File: src/hw/rtl/four_channel_servo_slew_controller_assert.svh
// Assertion macros for the servo slew controller RTL.
`ifndef FOUR_CHANNEL_SERVO_SLEW_CONTROLLER_ASSERT_SVH
`define FOUR_CHANNEL_SERVO_SLEW_CONTROLLER_ASSERT_SVH

// Clocked assertion that is switched off while reset is applied.
`define FCSSC_ASSERT(label, prop, msg) \
    label: assert property (@(posedge i_clk) disable iff (!i_rst_n) prop) else $error(msg);

// Clocked assertion that also holds during reset.
`define FCSSC_ASSERT_ALWAYS(label, prop, msg) \
    label: assert property (@(posedge i_clk) prop) else $error(msg);

`endif

File: src/hw/rtl/fcssc_pkg.sv
// Shared types, constants and register codes of the servo slew controller.
package fcssc_pkg;

    localparam int CHANNELS       = 4;
    localparam int ANGLE_W        = 9;
    localparam int WIDTH_W        = 12;
    localparam int NUM_W          = 17;
    localparam int QUO_W          = 13;
    localparam int RECIP_W        = 16;
    localparam int PROD_W         = 32;
    localparam int CFG_W          = 8;
    localparam int OUT_COUNT_W    = 16;
    localparam int DEF_COUNT_BITS = 16;
    localparam int QUEUE_DEPTH    = 2;
    localparam int PADDR_W        = 3;
    localparam int PDATA_W        = 32;

    localparam logic [CFG_W-1:0] STEP_SIZE_RESET     = 8'd25;
    localparam logic [CFG_W-1:0] STATUS_PERIOD_RESET = 8'd25;

    typedef logic signed [ANGLE_W-1:0] t_angle;
    typedef logic        [WIDTH_W-1:0] t_width;
    typedef logic signed [NUM_W-1:0]   t_num;

    // Angle to pulse width: (slope * angle + offset) / divisor, truncated.
    localparam t_num MAP_SLOPE [CHANNELS] = '{17'sd35, -17'sd100, 17'sd100, -17'sd100};
    localparam t_num MAP_OFFSET [CHANNELS] = '{17'sd1500, 17'sd21600, 17'sd12600, 17'sd15300};

    // Division by 3 or 9 as a multiply by a rounded-up reciprocal and a shift.
    // Exact for every non-negative numerator below 2^16.
    localparam logic [RECIP_W-1:0] RECIP [CHANNELS] = '{16'd43691, 16'd58255, 16'd58255,
                                                         16'd58255};
    localparam int RECIP_SHIFT [CHANNELS] = '{17, 19, 19, 19};

    localparam logic [QUO_W-1:0] LIM_LO [CHANNELS] = '{13'd500, 13'd1400, 13'd1400, 13'd700};
    localparam logic [QUO_W-1:0] LIM_HI [CHANNELS] = '{13'd2600, 13'd2400, 13'd2400, 13'd1700};

    localparam t_width HOME_WIDTH [CHANNELS] = '{12'd1550, 12'd1400, 12'd2400, 12'd700};

    typedef enum logic {
        REG_STEP_SIZE     = 1'b0,
        REG_STATUS_PERIOD = 1'b1
    } t_reg_idx;

    // A classified command as it travels from the front end to the back end.
    typedef struct packed {
        t_width [CHANNELS-1:0] mapped;
        logic                  ok;
        logic                  sentinel;
    } t_cmd;

    typedef struct packed {
        t_width [CHANNELS-1:0]  width;
        logic                   moving;
        logic                   viable;
        logic                   done;
        logic                   snap;
        logic [OUT_COUNT_W-1:0] accepted;
        logic [OUT_COUNT_W-1:0] rejected;
    } t_result;

endpackage

File: src/hw/rtl/four_channel_servo_slew_controller.sv
// Top level of the four-channel servo slew controller.
//
// Each request on the input channel carries four joint angles (i_angle_a..d).
// While the controller is idle, a request is a command: the angles are mapped
// to pulse widths and checked against the joint limits. A command inside all
// limits starts a move; one outside is counted as rejected, and one with any
// angle of -1 is taken as "no command" and leaves everything alone. While a
// move runs, every request is one tick that slews each channel by step_size (by 1 when step_size is 0).
// Every request yields exactly one result request with the widths, flags and
// the saturating accept and reject counts after that request.
// The edge that accepts a request loads the numerator stage; the divide and limit
// outcome is then written into the two-entry command queue, and from there the
// back end loads the result register, whose valid rises with it. Throughput is
// one request per cycle while the receiver does not stall; the result register
// frees the back end as soon as the receiver takes its request.
// When the receiver stalls, the result holds, the queue fills and then
// o_in_stall rises. Reset empties the pipeline, homes the channels to
// 1550/1400/2400/700 us and sets both registers to 25.
module four_channel_servo_slew_controller #(
    parameter int COUNT_BITS = fcssc_pkg::DEF_COUNT_BITS
) (
    input  logic                                i_clk,
    input  logic                                i_rst_n,
    input  logic                                i_in_valid,
    output logic                                o_in_stall,
    input  logic [fcssc_pkg::ANGLE_W-1:0]       i_angle_a,
    input  logic [fcssc_pkg::ANGLE_W-1:0]       i_angle_b,
    input  logic [fcssc_pkg::ANGLE_W-1:0]       i_angle_c,
    input  logic [fcssc_pkg::ANGLE_W-1:0]       i_angle_d,
    output logic                                o_out_valid,
    input  logic                                i_out_stall,
    output logic [fcssc_pkg::WIDTH_W-1:0]       o_width_a,
    output logic [fcssc_pkg::WIDTH_W-1:0]       o_width_b,
    output logic [fcssc_pkg::WIDTH_W-1:0]       o_width_c,
    output logic [fcssc_pkg::WIDTH_W-1:0]       o_width_d,
    output logic                                o_moving,
    output logic                                o_last_viable,
    output logic                                o_move_done,
    output logic                                o_status_valid,
    output logic [fcssc_pkg::OUT_COUNT_W-1:0]   o_accepted_moves,
    output logic [fcssc_pkg::OUT_COUNT_W-1:0]   o_rejected_moves,
    input  logic                                psel,
    input  logic                                penable,
    input  logic                                pwrite,
    input  logic [fcssc_pkg::PADDR_W-1:0]       paddr,
    input  logic [fcssc_pkg::PDATA_W-1:0]       pwdata,
    output logic [fcssc_pkg::PDATA_W-1:0]       prdata,
    output logic                                pready
);
    import fcssc_pkg::*;

    logic [CFG_W-1:0]          r_step_size;
    logic [CFG_W-1:0]          r_status_period;
    logic                      cfg_write;
    t_reg_idx                  cfg_idx;
    t_angle [CHANNELS-1:0]     angle;
    logic                      push;
    logic                      full;
    logic                      empty;
    logic                      pop;
    t_cmd                      front_cmd;
    t_cmd                      queue_cmd;
    t_result                   result;

    // Register map: step_size at byte 0, status_period at byte 4.
    assign pready    = 1'b1;
    assign cfg_write = psel && penable && pwrite && pready;
    assign cfg_idx   = t_reg_idx'(paddr[2]);

    always_ff @(posedge i_clk) begin
        if (!i_rst_n) begin
            r_step_size     <= STEP_SIZE_RESET;
            r_status_period <= STATUS_PERIOD_RESET;
        end else if (cfg_write) begin
            case (cfg_idx)
                REG_STEP_SIZE: begin
                    r_step_size <= pwdata[CFG_W-1:0];
                end
                REG_STATUS_PERIOD: begin
                    r_status_period <= pwdata[CFG_W-1:0];
                end
                default: begin
                end
            endcase
        end
    end

    always_comb begin
        case (cfg_idx)
            REG_STEP_SIZE: begin
                prdata = PDATA_W'(r_step_size);
            end
            REG_STATUS_PERIOD: begin
                prdata = PDATA_W'(r_status_period);
            end
            default: begin
                prdata = '0;
            end
        endcase
    end

    assign angle[0] = i_angle_a;
    assign angle[1] = i_angle_b;
    assign angle[2] = i_angle_c;
    assign angle[3] = i_angle_d;

    // The front end classifies every request without knowing the move state;
    // the back end decides what a command or a tick does.
    fcssc_front u_front (
        .i_clk      (i_clk),
        .i_rst_n    (i_rst_n),
        .i_in_valid (i_in_valid),
        .o_in_stall (o_in_stall),
        .i_angle    (angle),
        .i_full     (full),
        .o_push     (push),
        .o_cmd      (front_cmd)
    );

    fcssc_fifo u_fifo (
        .i_clk   (i_clk),
        .i_rst_n (i_rst_n),
        .i_push  (push),
        .i_data  (front_cmd),
        .o_full  (full),
        .o_empty (empty),
        .i_pop   (pop),
        .o_data  (queue_cmd)
    );

    fcssc_back #(
        .COUNT_BITS (COUNT_BITS)
    ) u_back (
        .i_clk           (i_clk),
        .i_rst_n         (i_rst_n),
        .i_cmd_valid     (!empty),
        .o_cmd_pop       (pop),
        .i_cmd           (queue_cmd),
        .i_step_size     (r_step_size),
        .i_status_period (r_status_period),
        .o_out_valid     (o_out_valid),
        .i_out_stall     (i_out_stall),
        .o_result        (result)
    );

    assign o_width_a        = result.width[0];
    assign o_width_b        = result.width[1];
    assign o_width_c        = result.width[2];
    assign o_width_d        = result.width[3];
    assign o_moving         = result.moving;
    assign o_last_viable    = result.viable;
    assign o_move_done      = result.done;
    assign o_status_valid   = result.snap;
    assign o_accepted_moves = result.accepted;
    assign o_rejected_moves = result.rejected;

endmodule

File: src/hw/rtl/fcssc_front.sv
// Front end: takes requests, maps angles to widths and checks the joint limits.
module fcssc_front (
    input  logic                                       i_clk,
    input  logic                                       i_rst_n,
    input  logic                                       i_in_valid,
    output logic                                       o_in_stall,
    input  fcssc_pkg::t_angle [fcssc_pkg::CHANNELS-1:0] i_angle,
    input  logic                                       i_full,
    output logic                                       o_push,
    output fcssc_pkg::t_cmd                            o_cmd
);
    import fcssc_pkg::*;

    logic                    r_valid;
    logic                    n_valid;
    t_num [CHANNELS-1:0]     r_num;
    t_num [CHANNELS-1:0]     n_num;
    logic                    r_sentinel;
    logic                    n_sentinel;
    logic                    accept;
    logic [PROD_W-1:0]       prod [CHANNELS];
    logic [QUO_W-1:0]        quo [CHANNELS];
    logic [CHANNELS-1:0]     in_lim;

    assign o_in_stall = r_valid && i_full;
    assign o_push     = r_valid && !i_full;
    assign accept     = i_in_valid && !o_in_stall;

    // First stage: numerators and the no-command mark.
    always_comb begin
        n_num      = r_num;
        n_sentinel = r_sentinel;
        if (accept) begin
            n_sentinel = 1'b0;
            for (int ch = 0; ch < CHANNELS; ch++) begin
                n_num[ch] = NUM_W'($signed(i_angle[ch]) * MAP_SLOPE[ch]) + MAP_OFFSET[ch];
                if (i_angle[ch] == '1) begin
                    n_sentinel = 1'b1;
                end
            end
        end
    end

    always_comb begin
        if (accept) begin
            n_valid = 1'b1;
        end else if (o_push) begin
            n_valid = 1'b0;
        end else begin
            n_valid = r_valid;
        end
    end

    // Second stage: reciprocal divide and limit compare. A negative numerator
    // always fails the limit check, whatever width it truncates to.
    always_comb begin
        for (int ch = 0; ch < CHANNELS; ch++) begin
            prod[ch]   = PROD_W'(r_num[ch][RECIP_W-1:0]) * PROD_W'(RECIP[ch]);
            quo[ch]    = QUO_W'(prod[ch] >> RECIP_SHIFT[ch]);
            in_lim[ch] = !r_num[ch][NUM_W-1] && (quo[ch] >= LIM_LO[ch])
                         && (quo[ch] <= LIM_HI[ch]);
            o_cmd.mapped[ch] = quo[ch][WIDTH_W-1:0];
        end
        o_cmd.ok       = &in_lim;
        o_cmd.sentinel = r_sentinel;
    end

    always_ff @(posedge i_clk) begin
        if (!i_rst_n) begin
            r_valid <= 1'b0;
        end else begin
            r_valid <= n_valid;
        end
    end

    always_ff @(posedge i_clk) begin
        r_num      <= n_num;
        r_sentinel <= n_sentinel;
    end

endmodule

File: src/hw/rtl/fcssc_fifo.sv
// Short command queue between the front end and the back end.
module fcssc_fifo (
    input  logic            i_clk,
    input  logic            i_rst_n,
    input  logic            i_push,
    input  fcssc_pkg::t_cmd i_data,
    output logic            o_full,
    output logic            o_empty,
    input  logic            i_pop,
    output fcssc_pkg::t_cmd o_data
);
    import fcssc_pkg::*;

    localparam int PTR_W = (QUEUE_DEPTH > 1) ? $clog2(QUEUE_DEPTH) : 1;
    localparam int CNT_W = $clog2(QUEUE_DEPTH + 1);

    t_cmd             r_mem [QUEUE_DEPTH];
    logic [PTR_W-1:0] r_wptr;
    logic [PTR_W-1:0] n_wptr;
    logic [PTR_W-1:0] r_rptr;
    logic [PTR_W-1:0] n_rptr;
    logic [CNT_W-1:0] r_count;
    logic [CNT_W-1:0] n_count;
    logic             push_ok;
    logic             pop_ok;

    assign o_full  = (r_count == CNT_W'(QUEUE_DEPTH));
    assign o_empty = (r_count == '0);
    assign o_data  = r_mem[r_rptr];
    assign push_ok = i_push && !o_full;
    assign pop_ok  = i_pop && !o_empty;

    always_comb begin
        n_wptr  = r_wptr;
        n_rptr  = r_rptr;
        n_count = r_count;
        if (push_ok) begin
            n_wptr = (r_wptr == PTR_W'(QUEUE_DEPTH - 1)) ? '0 : r_wptr + PTR_W'(1);
        end
        if (pop_ok) begin
            n_rptr = (r_rptr == PTR_W'(QUEUE_DEPTH - 1)) ? '0 : r_rptr + PTR_W'(1);
        end
        if (push_ok && !pop_ok) begin
            n_count = r_count + CNT_W'(1);
        end else if (pop_ok && !push_ok) begin
            n_count = r_count - CNT_W'(1);
        end
    end

    always_ff @(posedge i_clk) begin
        if (!i_rst_n) begin
            r_wptr  <= '0;
            r_rptr  <= '0;
            r_count <= '0;
        end else begin
            r_wptr  <= n_wptr;
            r_rptr  <= n_rptr;
            r_count <= n_count;
        end
    end

    always_ff @(posedge i_clk) begin
        if (push_ok) begin
            r_mem[r_wptr] <= i_data;
        end
    end

endmodule

File: src/hw/rtl/fcssc_back.sv
// Back end: move state, slew steps, counters and the result register.
`include "four_channel_servo_slew_controller_assert.svh"

module fcssc_back #(
    parameter int COUNT_BITS = fcssc_pkg::DEF_COUNT_BITS
) (
    input  logic                          i_clk,
    input  logic                          i_rst_n,
    input  logic                          i_cmd_valid,
    output logic                          o_cmd_pop,
    input  fcssc_pkg::t_cmd               i_cmd,
    input  logic [fcssc_pkg::CFG_W-1:0]   i_step_size,
    input  logic [fcssc_pkg::CFG_W-1:0]   i_status_period,
    output logic                          o_out_valid,
    input  logic                          i_out_stall,
    output fcssc_pkg::t_result            o_result
);
    import fcssc_pkg::*;

    t_width [CHANNELS-1:0]   r_target;
    t_width [CHANNELS-1:0]   n_target;
    t_width [CHANNELS-1:0]   r_current;
    t_width [CHANNELS-1:0]   n_current;
    logic [CHANNELS-1:0]     r_step_up;
    logic [CHANNELS-1:0]     n_step_up;
    logic                    r_busy;
    logic                    n_busy;
    logic                    r_viable;
    logic                    n_viable;
    logic [COUNT_BITS-1:0]   r_acc;
    logic [COUNT_BITS-1:0]   n_acc;
    logic [COUNT_BITS-1:0]   r_rej;
    logic [COUNT_BITS-1:0]   n_rej;
    logic [CFG_W-1:0]        r_period;
    logic [CFG_W-1:0]        n_period;
    logic [CFG_W-1:0]        period_inc;
    logic [CFG_W-1:0]        step;
    logic [WIDTH_W-1:0]      diff [CHANNELS];
    logic                    all_there;
    logic                    done;
    logic                    snap;
    logic                    fire;
    logic                    r_out_valid;
    logic                    n_out_valid;
    t_result                 r_result;
    t_result                 n_result;

    assign fire        = i_cmd_valid && (!r_out_valid || !i_out_stall);
    assign o_cmd_pop   = fire;
    assign o_out_valid = r_out_valid;
    assign o_result    = r_result;
    assign step        = (i_step_size == '0) ? CFG_W'(1) : i_step_size;
    assign period_inc  = r_period + CFG_W'(1);

    always_comb begin
        n_target  = r_target;
        n_current = r_current;
        n_step_up = r_step_up;
        n_busy    = r_busy;
        n_viable  = r_viable;
        n_acc     = r_acc;
        n_rej     = r_rej;
        n_period  = r_period;
        all_there = 1'b1;
        done      = 1'b0;
        snap      = 1'b0;
        for (int ch = 0; ch < CHANNELS; ch++) begin
            diff[ch] = (r_target[ch] > r_current[ch]) ? r_target[ch] - r_current[ch]
                                                      : r_current[ch] - r_target[ch];
        end
        if (fire) begin
            if (!r_busy) begin
                if (i_cmd.ok) begin
                    for (int ch = 0; ch < CHANNELS; ch++) begin
                        n_target[ch]  = i_cmd.mapped[ch];
                        n_step_up[ch] = i_cmd.mapped[ch] > r_current[ch];
                    end
                    n_busy   = 1'b1;
                    n_viable = 1'b1;
                    if (!(&r_acc)) begin
                        n_acc = r_acc + COUNT_BITS'(1);
                    end
                end else if (!i_cmd.sentinel) begin
                    n_viable = 1'b0;
                    if (!(&r_rej)) begin
                        n_rej = r_rej + COUNT_BITS'(1);
                    end
                end
            end else begin
                for (int ch = 0; ch < CHANNELS; ch++) begin
                    if (diff[ch] <= WIDTH_W'(step)) begin
                        n_current[ch] = r_target[ch];
                    end else if (r_step_up[ch]) begin
                        n_current[ch] = r_current[ch] + WIDTH_W'(step);
                    end else begin
                        n_current[ch] = r_current[ch] - WIDTH_W'(step);
                    end
                    if (n_current[ch] != r_target[ch]) begin
                        all_there = 1'b0;
                    end
                end
                if (all_there) begin
                    n_busy = 1'b0;
                    done   = 1'b1;
                end
            end
            if (period_inc == i_status_period) begin
                snap     = 1'b1;
                n_period = '0;
            end else begin
                n_period = period_inc;
            end
        end
    end

    always_comb begin
        n_result.width    = n_current;
        n_result.moving   = n_busy;
        n_result.viable   = n_viable;
        n_result.done     = done;
        n_result.snap     = snap;
        n_result.accepted = OUT_COUNT_W'(n_acc);
        n_result.rejected = OUT_COUNT_W'(n_rej);
    end

    always_comb begin
        if (fire) begin
            n_out_valid = 1'b1;
        end else if (!i_out_stall) begin
            n_out_valid = 1'b0;
        end else begin
            n_out_valid = r_out_valid;
        end
    end

    always_ff @(posedge i_clk) begin
        if (!i_rst_n) begin
            for (int ch = 0; ch < CHANNELS; ch++) begin
                r_current[ch] <= HOME_WIDTH[ch];
            end
            r_target    <= '0;
            r_step_up   <= '0;
            r_busy      <= 1'b0;
            r_viable    <= 1'b0;
            r_acc       <= '0;
            r_rej       <= '0;
            r_period    <= '0;
            r_out_valid <= 1'b0;
        end else begin
            r_current   <= n_current;
            r_target    <= n_target;
            r_step_up   <= n_step_up;
            r_busy      <= n_busy;
            r_viable    <= n_viable;
            r_acc       <= n_acc;
            r_rej       <= n_rej;
            r_period    <= n_period;
            r_out_valid <= n_out_valid;
        end
    end

    always_ff @(posedge i_clk) begin
        if (fire) begin
            r_result <= n_result;
        end
    end

    // A finished move leaves every channel on its target.
    `FCSSC_ASSERT(a_move_lands, fire && r_busy && !n_busy |=> (r_current == r_target), "move ended off target")
    // The moving flag of a held result always agrees with the move state.
    `FCSSC_ASSERT(a_moving_tracks, r_out_valid |-> (r_result.moving == r_busy), "moving flag out of step")
    // A completion pulse never comes with the moving flag still set.
    `FCSSC_ASSERT(a_done_idle, r_out_valid && r_result.done |-> !r_result.moving, "done while moving")
    // Ticks of a move never count as accepted commands.
    `FCSSC_ASSERT(a_tick_no_count, fire && r_busy |=> (r_acc == $past(r_acc)), "tick changed the accept count")
    // Reset leaves no result pending.
    `FCSSC_ASSERT_ALWAYS(a_reset_empty, !i_rst_n |=> !r_out_valid, "result valid after reset")

endmodule
File: config.mk
export PLATFORM = sky130hd
export DESIGN_NAME = four_channel_servo_slew_controller
export DESIGN_NICKNAME = d
export VERILOG_FILES = /design/src/hw/rtl/fcssc_pkg.sv /design/src/hw/rtl/four_channel_servo_slew_controller.sv /design/src/hw/rtl/fcssc_front.sv /design/src/hw/rtl/fcssc_fifo.sv /design/src/hw/rtl/fcssc_back.sv
export VERILOG_INCLUDE_DIRS = /design/src /design/src/hw/rtl
export SDC_FILE = /design/constraint.sdc
export NUM_CORES = 2
export LEC_CHECK = 0
export BUFFER_PORTS_ARGS = -buffer_cell sky130_fd_sc_hd__buf_4
export CORE_ASPECT_RATIO = 0.75
export CORE_UTILIZATION = 40
export DETAILED_ROUTE_END_ITERATION = 8
export GPL_TIMING_DRIVEN = 0
export SYNTH_ARGS = -nofsm -noshare
export SYNTH_HDL_FRONTEND = slang
export SYNTH_SLANG_ARGS = --single-unit
File: constraint.sdc
create_clock -name i_clk -period 8.7 [get_ports i_clk]
set_clock_uncertainty 0.05 [all_clocks]
set_input_delay 0.87 -clock i_clk [delete_from_list [all_inputs] [get_ports i_clk]]
set_output_delay 0.87 -clock i_clk [all_outputs]
set_load 0.02 [all_outputs]
==> results.sh <==
export IMPL_clk_pin_slew_worst_paths_ns=0.06
export IMPL_synth_seq_cells=412
export IMPL_cp_required_ns=9.04
export IMPL_grt_start_max_net_pins=94
export IMPL_critPathCaptureType="register"
export IMPL_dr_pass1_iters=5
export IMPL_dp_hpwl_um=92340
export IMPL_ant_nets=0
export IMPL_cts_tree="built"
export IMPL_synth_common_cells="861 x inv_1, 828 x ha_1, 316 x fa_1"
export IMPL_rsz0062_at_grt="false"
export IMPL_drtIter0Drc=2186
export IMPL_hold_depth=3
export IMPL_hold_class="input pin to register"
export IMPL_clockRootBuffer="clkbuf_16"
export IMPL_wl_per_cell_um=17.01
export IMPL_seq_area_frac_synth_pct=23.61
export IMPL_synthArstFlopShare_pct=0
export IMPL_maxCapViolations=0
export IMPL_final_nets=6237
export IMPL_synth_cell_types=82
export IMPL_relSlewSlack_pct=4.057
export IMPL_gr_total_overflow=0
export IMPL_vias_per_cell=5.039
export IMPL_path_max_fanout=4
export IMPL_clock_sinks=412
export IMPL_min_period_ns=8.178
export IMPL_yosysMostFrequentCell="inv_1"
export IMPL_fp_coreArea_mm2=0.1119
export IMPL_synthTopCellsByArea="ha_1 23%, edfxtp_1 16%, fa_1 14%"
export IMPL_fp_dieArea_mm2=0.1149
export IMPL_totalWireLength_um=111700
export IMPL_avgSynthCellArea_um2=9.481
export IMPL_grt_pass1_wl_um=178900
export IMPL_grt_pass1_vias=32790
export IMPL_die_w_um=391.0
export IMPL_htreeDepth=2
export IMPL_worst_ep_arrival_time_ns=8.52
export IMPL_critPathLaunchType="register"
export IMPL_num_rows=106
export IMPL_critical_path_class="register to register"
export IMPL_via_count=33090
export IMPL_antenna_found_initial=2
export IMPL_yosysTopAreaCell="ha_1"
export IMPL_hold_viol=0
export IMPL_worstSkewPairLatency_ns=0.65
export IMPL_hold_buffers=0
export IMPL_start_util_pct=40.56
export IMPL_yosysWarnings=0
export IMPL_outcome="finished, final reports clean"
export IMPL_maxSlewViolCount=0
export IMPL_die_y_um=293.8
export IMPL_globalplace_congestion=0.9367
export IMPL_cts_buffers=47
export IMPL_cts_max_path_buffers=3
export IMPL_synth_cells=4789
export IMPL_synth_edf_count=247
export IMPL_numPortBuffers=144
export IMPL_r2r_cells=23
export IMPL_finalSetupViolCount=0
export IMPL_worst_pin_slew_ns=1.421
export IMPL_synth_area_mm2=0.04540
export IMPL_drc=0
export IMPL_synthFlopType="edfxtp_1"
export IMPL_setup_reg_to_reg_worst_slack_ns=0.52
export IMPL_hold_ws_ns=0.3867
export IMPL_syn_to_final_growth_pct=10.76
export IMPL_synth_top_area_share_pct=22.82
export IMPL_ios=197
export IMPL_period_share_pct=94.00
export IMPL_grt_use_total_pct=19.66
export IMPL_max_freq_mhz=122.3
export IMPL_layout_drive_gt1_share_pct=7.915
export IMPL_nFillCells=10840
-- cells by family (layout without fill, tap and decap cells) --
logic type	Yosys count	count (layout)	share of synthesized area [%]
XOR/XNOR	338	338	6.520
other	2	26	0.01654
multiplexers	138	138	3.252
flip-flops	412	412	23.61
AO/OA/AOI/OAI	811	811	11.17
buffers and inverters	993	1235	8.496
adder cells (fa/ha/maj)	1144	1144	36.75
AND/OR/NAND/NOR	951	951	10.19
-- metrics by stage --
stage                     TNS (ns)  cell area, µm²  worst slack, ns  util, %  cells
after global placement      -2.752           48460           -1.376    43.30   6468
after floorplan                  0           45490            2.006        -   4812
after CTS                        0           50270           0.1897    44.91   6565
after detailed placement         0           48630           0.2452    43.44   6477
final                            0           50290           0.5218    44.93   6567
after global routing             0           50290          0.09720    44.93   6567
-- cells in the final DEF, fill, tap and decap left out, types with 12 or more instances in the layout --
cell	instances
a211oi_1	32
a21boi_0	17
a21o_1	91
a21oi_1	287
a221oi_1	12
a31oi_1	16
and2_1	73
and3_1	25
buf_2	15
buf_4	176
clkbuf_1	79
clkbuf_16	48
conb_1	25
dfxtp_1	165
edfxtp_1	247
fa_1	316
ha_1	828
inv_1	861
mux2_2	66
mux2i_1	71
nand2_1	281
nand2b_1	32
nand3_1	68
nand4_1	51
nor2_1	222
nor2b_1	37
nor3_1	57
nor4_1	22
o211ai_1	16
o21a_1	35
o21ai_0	165
o21bai_1	19
or2_2	27
or3_1	14
xnor2_1	240
xor2_1	98
-- worst max-delay path: stages, from the launching register on --
cell       delay, ns
edfxtp_1        0.47
ha_1            0.38
fa_1            0.59
inv_1           0.11
fa_1            0.55
fa_1            0.51
inv_1           0.05
fa_1            0.54
inv_1           0.06
fa_1            0.53
inv_1           0.04
ha_1            0.32
a211oi_1        0.29
nand2_1         0.09
a21oi_1         0.40
a2111oi_2       0.16
or3b_2          0.51
a31oi_1         0.24
xnor2_1         0.25
nand4_1         0.20
a2111oi_1       0.44
buf_2           0.24
o221ai_1        0.41
a2111oi_2       0.47
-- worst paths after layout --
kind	to	startpoint
worst max register to register	u_fifo.r_mem[0][1]	u_front.r_num[3]
worst min register to register	u_fifo.r_mem[0][0]	u_front.r_sentinel
worst min-delay path	r_status_period[4]	pwdata[4]
worst max-delay path	u_fifo.r_mem[0][1]	u_front.r_num[3]
-- sequential cells by signal (all words and copies together) (netlist names), 2 cells and up, named ones only --
signal	flops
r_status_period	8
r_step_size	8
u_back.o_result	84
u_back.r_acc	16
u_back.r_current	48
u_back.r_period	8
u_back.r_rej	16
u_back.r_step_up	4
u_back.r_target	48
u_fifo.r_count	2
u_fifo.r_mem	100
u_front.r_num	62
-- repair_timing --
item / CTS / global route
endpoints found under the setup margin: 0 / 2
setup buffers: 0 / 0
gates resized for setup: 0 / 4
endpoints found under the hold margin: 0 / 0
-- cell type report --
cell class	instances	area (µm²)	share of cell area, %
Antenna cell	1	2.502	0.004976
Clock buffer	56	1261	2.508
Clock inverter	32	377.9	0.7514
Buffer	125	599.3	1.192
Timing Repair Buffer	154	1209	2.403
Tap cell	1512	1892	3.762
Inverter	868	3263	6.489
Sequential cell	412	10720	21.32
Multi-Input combinational cell	3407	30960	61.57
-- metal layers --
| layer | up-vias | wire length (µm) | global-route usage (%) |
|---|---|---|---|
| li1 | 16580 | - | - |
| met1 | 15620 | 55740 | 29.07 |
| met3 | 113 | 7339 | 3.571 |
| met5 | - | 0 | 0 |
| met2 | 782 | 46520 | 29.63 |
| met4 | 0 | 2096 | 4.113 |
Power is not shown: default switching activity piles up to over one toggle a cycle in this logic, so the estimate is an artifact.
